File: config.mk
export PLATFORM = sky130hd
export DESIGN_NAME = atan2_div
export DESIGN_NICKNAME = d
export VERILOG_FILES = /design/src/rtl/atan2_pkg.sv /design/src/rtl/atan2_div.sv
export SDC_FILE = /design/constraint.sdc
export NUM_CORES = 2
export LEC_CHECK = 0
export ABC_AREA = 1
export BUFFER_PORTS_ARGS = -buffer_cell sky130_fd_sc_hd__buf_4
export CAP_MARGIN = 5
export CORE_UTILIZATION = 33
export CTS_CLUSTER_DIAMETER = 30
export CTS_CLUSTER_SIZE = 20
export DETAILED_ROUTE_END_ITERATION = 8
export GPL_TIMING_DRIVEN = 0
export HOLD_SLACK_MARGIN = 0.02
export PLACE_DENSITY_LB_ADDON = 0.08
export SYNTH_ARGS = -nofsm -noshare
export SYNTH_HDL_FRONTEND = slang
export SYNTH_SLANG_ARGS = --single-unit
File: constraint.sdc
create_clock -name clk -period 15.4 [get_ports clk]
set_input_delay 3.08 -clock clk [delete_from_list [all_inputs] [get_ports clk]]
set_output_delay 3.08 -clock clk [all_outputs]
set_load 0.05 [all_outputs]
File: src/rtl/atan2_pkg.sv
// shared types, widths and polynomial constants for the atan2 pipeline
`default_nettype none

package atan2_pkg;

  // defaults for the top level parameters
  localparam int INPUT_BITS_DEF    = 24;
  localparam int ANGLE_FRAC_DEF    = 13;

  // fixed internal formats
  localparam int QBITS    = 15;           // ratio and coefficient fraction bits
  localparam int RATIO_W  = QBITS + 1;    // ratio 0..1.0 in Q1.15, unsigned
  localparam int ACC_W    = 18;           // horner accumulator, signed
  localparam int T_W      = 19;           // base and reflected angle, signed
  localparam int ANGLE_W  = 16;           // result field
  localparam int NCOEF    = 7;            // degree six plus constant term

  typedef logic signed [ACC_W-1:0] coef_t;

  // minimax coefficients in Q2.15, highest order first
  localparam coef_t POLY_COEF [NCOEF] = '{
    18'sd236, -18'sd1149, 18'sd2676, -18'sd4383, 18'sd6507, -18'sd10920, 18'sd32768
  };

  localparam logic signed [T_W-1:0] PI_Q15      = 19'sd102944;
  localparam logic signed [T_W-1:0] HALF_PI_Q15 = 19'sd51472;

  // quadrant and special case flags that travel beside the data
  typedef struct packed {
    logic zero;   // both inputs zero
    logic ybig;   // |y| > |x|, reflect about pi/2
    logic xneg;   // x negative, reflect about pi
    logic yneg;   // y negative, negate result
  } side_t;

endpackage

`default_nettype wire

File: src/rtl/atan2_div.sv
// pipelined restoring divider, one quotient bit per stage
`default_nettype none

module atan2_div #(
  parameter int INPUT_BITS = atan2_pkg::INPUT_BITS_DEF
) (
  input  wire logic                                   clk,
  input  wire logic                                   rst_n,
  input  wire logic                                   in_valid,
  output logic                                        in_ready,
  input  wire logic [INPUT_BITS-1:0]                  in_big,
  input  wire logic [INPUT_BITS+atan2_pkg::RATIO_W-1:0] in_num,
  input  wire atan2_pkg::side_t                       in_side,
  output logic                                        out_valid,
  input  wire logic                                   out_ready,
  output logic [atan2_pkg::RATIO_W-1:0]               out_q,
  output atan2_pkg::side_t                            out_side
);
  import atan2_pkg::*;

  localparam int NSTG  = RATIO_W;
  localparam int REM_W = INPUT_BITS + RATIO_W;

  logic [REM_W-1:0]      rem_r  [1:NSTG];
  logic [INPUT_BITS-1:0] big_r  [1:NSTG];
  logic [RATIO_W-1:0]    q_r    [1:NSTG];
  side_t                 side_r [1:NSTG];
  logic                  v_r    [1:NSTG];
  logic                  en     [1:NSTG+1];

  // stall chain: a stage loads when empty or when the next one moves
  assign en[NSTG+1] = out_ready;
  assign in_ready   = en[1];

  for (genvar s = 1; s <= NSTG; s++) begin : g_stage
    localparam int B = NSTG - s;   // quotient bit settled here

    logic                  prev_v;
    logic [REM_W-1:0]      prev_rem;
    logic [INPUT_BITS-1:0] prev_big;
    logic [RATIO_W-1:0]    prev_q;
    side_t                 prev_side;
    logic [REM_W-1:0]      dsh;
    logic                  ge;
    logic [REM_W-1:0]      rem_nxt;
    logic [RATIO_W-1:0]    q_nxt;

    if (s == 1) begin : g_first
      assign prev_v    = in_valid;
      assign prev_rem  = in_num;
      assign prev_big  = in_big;
      assign prev_q    = '0;
      assign prev_side = in_side;
    end else begin : g_rest
      assign prev_v    = v_r[s-1];
      assign prev_rem  = rem_r[s-1];
      assign prev_big  = big_r[s-1];
      assign prev_q    = q_r[s-1];
      assign prev_side = side_r[s-1];
    end

    assign en[s] = !v_r[s] || en[s+1];

    // trial subtract of the divisor aligned to this bit
    always_comb begin
      dsh     = REM_W'(prev_big) << B;
      ge      = (prev_rem >= dsh);
      rem_nxt = ge ? (prev_rem - dsh) : prev_rem;
      q_nxt   = prev_q;
      q_nxt[B] = ge;
    end

    always_ff @(posedge clk) begin
      if (!rst_n) begin
        v_r[s] <= 1'b0;
      end else if (en[s]) begin
        v_r[s] <= prev_v;
      end
    end

    always_ff @(posedge clk) begin
      if (en[s]) begin
        rem_r[s]  <= rem_nxt;
        big_r[s]  <= prev_big;
        q_r[s]    <= q_nxt;
        side_r[s] <= prev_side;
      end
    end
  end

  assign out_valid = v_r[NSTG];
  assign out_q     = q_r[NSTG];
  assign out_side  = side_r[NSTG];

endmodule

`default_nettype wire

==> qor.csv <==
stage,metric,value,unit
status,status,"finished, final reports clean",
clock_tree,Clock Path Buffers,4,
clock_tree,Resize count post-CTS,0,
sta,Final min period,10.70,ns
clock_tree,"CTS clk-pin slew, worst paths",0.05,ns
global_route,Total GRT Usage,0.223,
routing,DRC errors left,0,
global_route,largest net degree at the start of global routing,70,
placement,GPL Wtd Cong,0.928,
hold_path,worst min-delay path category,flip-flop to flip-flop,
setup_path,FF-to-FF setup slack,10.58,ns
final_layout,layout cells sized above 1,0.107,
final_layout,storage element area,35300,um^2
logic_synthesis,cell taking the most area after synthesis,edfxtp_1,
routing,Routed Antenna Nets,0,
clock_tree,Post-CTS Repair Setup Buffers,0,
clock_tree,clock sink total,1176,
global_route,vias in the first global route,54400,
sta,Worst Skew,0.0625,ns
setup_path,Crit Path Class,primary input to primary output,
power,LEAKAGE,35.3,nW
logic_synthesis,Yosys warning count,0,
final_layout,Fill cells,21000,
sta,final hold violation count,0,
routing,Routed Wire Length,238,mm
flow_run,max-cap violation count,0,
sta,Final setup viols,0,
sta,FMAX,93.5,MHz
placement,port bufs,93,
placement,Post-DP HPWL,195,mm
clock_tree,# hold bufs at CTS,0,
die,Die Footprint,213000,um^2
routing,DR iter-0 viols,4257,
die,core area,210000,um^2
die,Die Y,461,um
global_route,first-pass GRT wire length,352,mm
setup_path,Worst EP arrival,7.62,ns
setup_path,Critical path origin,out_ready,
clock_tree,clock root cell,clkbuf_16,
power,Max IR drop VDD,0.000176,V
placement,dpl cell area,74300,um^2
clock_tree,Skew-Pair Late Insertion Delay,0.91,ns
die,row count,168,
clock_tree,CTS tree,done,
final_layout,area overhead of the layout relative to synthesis,21.5,%
routing,via count,54800,
logic_synthesis,post-synth top area share,0.508,
die,IO Count,94,
logic_synthesis,Post-synth EDFFs,1176,
logic_synthesis,ys async rst share,0,
setup_path,crit end category,primary output,
logic_synthesis,synth unique cells,62,
final_layout,Nets,8580,
logic_synthesis,dominant synthesized flop cell,edfxtp_1,
final_layout,Final Non-Filler Cells,11200,
logic_synthesis,Seq cells post-synth,1176,
hold_path,beginning of the worst hold path,q_r[0][200],
logic_synthesis,most frequent cell after synthesis,nand2_1,
routing,drt wl/cell,21.4,um
clock_tree,Inserted Clock Buffers,318,
global_route,initial antenna violation count,13,
final_layout,post-route cell area,84500,um^2
logic_synthesis,Post-synth top cells,"1,743 x nand2_1, 1,176 x edfxtp_1, 1,054 x inv_1",
final_layout,multi-input logic area,29600,um^2
clock_tree,H-tree lvl count,5,
routing,drt pass-1 iters,5,
sta,relative slew slack,0.341,
logic_synthesis,Synth area leaders,"edfxtp_1 51%, nand2_1 9.4%, ha_1 6.9%",
sta,RSZ-0062 raised after global routing,no,
routing,DR vias/cell,4.92,
setup_path,reg-to-reg critical path startpoint,v_r[0][14],
sta,Slew @ Worst Pin,0.979,ns
global_route,GRT overflow,0,
die,chip width,461,um
logic_synthesis,"Seq/Total Area, Yosys",0.508,
die,initial core utilization,0.332,
sta,fin crit share,0.695,
setup_path,"Req. time, crit path",12.32,ns
logic_synthesis,synthesized instance count,7675,
logic_synthesis,mean cell area of the mapped netlist,9.07,um^2
setup_path,"Max FO, Critical Path",67,
setup_path,Critical Path Source Type,primary input,
sta,fin. max-slew vios,0,
placement,Placed Cells,10600,
logic_synthesis,syn nets,8146,
logic_synthesis,Synth Cell Area,69600,um^2
power,PD cells,222,nW/um^2
==> critical path, cell delays in order <==
cell	delay, ns
buf_4	0.11
inv_1	0.09
nand4_4	0.33
buf_12	0.32
nor2_4	0.24
nand4_4	0.22
buf_12	0.24
nor2_4	0.22
nand4_4	0.60
nor2_1	0.36
nand4_1	0.61
nor2_1	0.46
inv_4	0.11
buf_16	0.22
buf_4	0.27
==> sequential cells by signal (all words and copies together) (netlist names) <==
register	count
big_r	360
rem_r	600
q_r	136
v_r	16
side_r	64
==> per-stage QoR <==
stage | setup WS (ns) | hold slack (ns) | power [W] | utilization | TNS [ns]
3_5_place_dp | 4.61 | 0.405 | 0.0125 | 0.355 | 0
3_3_place_gp | -5.23 | 0.400 | 0.0125 | 0.352 | -204.19
4_1_cts | 4.58 | 0.380 | 0.0189 | 0.403 | 0
5_1_grt | 4.23 | 0.391 | 0.0199 | 0.403 | 0
2_1_floorplan | 0.124 | 0.400 | 0.00993 | - | 0
6_report | 4.70 | 0.384 | 0.0187 | 0.403 | 0
==> cell families (layout without fill, tap and decap cells) <==
kind of cell / Yosys count / after routing / synth area share
simple gates: 3314 / 3314 / 0.203
compound gates: 1319 / 1319 / 0.107
flops: 1176 / 1176 / 0.508
buf+inv: 1148 / 1815 / 0.0683
fa+ha+maj: 399 / 399 / 0.0734
xor+xnor: 319 / 319 / 0.0402
other cells: 0 / 5 / 0
==> layout by cell type, fill, tap and decap left out, types with 105 or more instances in the layout <==
| cell type | n |
|---|---|
| a21oi_1 | 515 |
| buf_4 | 105 |
| clkbuf_16 | 322 |
| edfxtp_1 | 1176 |
| ha_1 | 384 |
| inv_1 | 1047 |
| nand2_1 | 1741 |
| nand3_1 | 331 |
| nand4_1 | 122 |
| nor2_1 | 768 |
| nor3_1 | 110 |
| o21ai_0 | 390 |
| o21ai_1 | 129 |
| xnor2_1 | 219 |
==> routing by layer <==
layer  global-route usage  routed length [um]  vias up
met5                    0                   0        -
met1                0.311              113000    25900
met4               0.0610                5850        0
li1                     -                   -    27100
met3               0.0334               11100      368
met2                0.357              109000     1452
==> report_power, final <==
group,total (W),switching (W),internal (W)
Combinational,0.00703,0.00466,0.00236
Sequential,0.00549,0.000760,0.00473
Clock,0.00622,0.00193,0.00429
Total,0.0187,0.00735,0.0114
==> path summary, 6_finish.rpt <==
path,to,cells past startpoint
min,q_r[0][216],0
min reg2reg,q_r[0][216],0
max,in_ready,15
max reg2reg,rem_r[0][55],12
==> final cells by class <==
class                           instances  share of cell area
Clock buffer                          353              0.0967
Buffer                                 80             0.00869
Multi-Input combinational cell       5351               0.350
Clock inverter                        200              0.0234
Antenna cell                            5            0.000148
Sequential cell                      1176               0.418
Timing Repair Buffer                  114              0.0142
Tap cell                             2805              0.0415
Inverter                             1068              0.0478
Note: power is estimated with default switching activity, not from simulation.
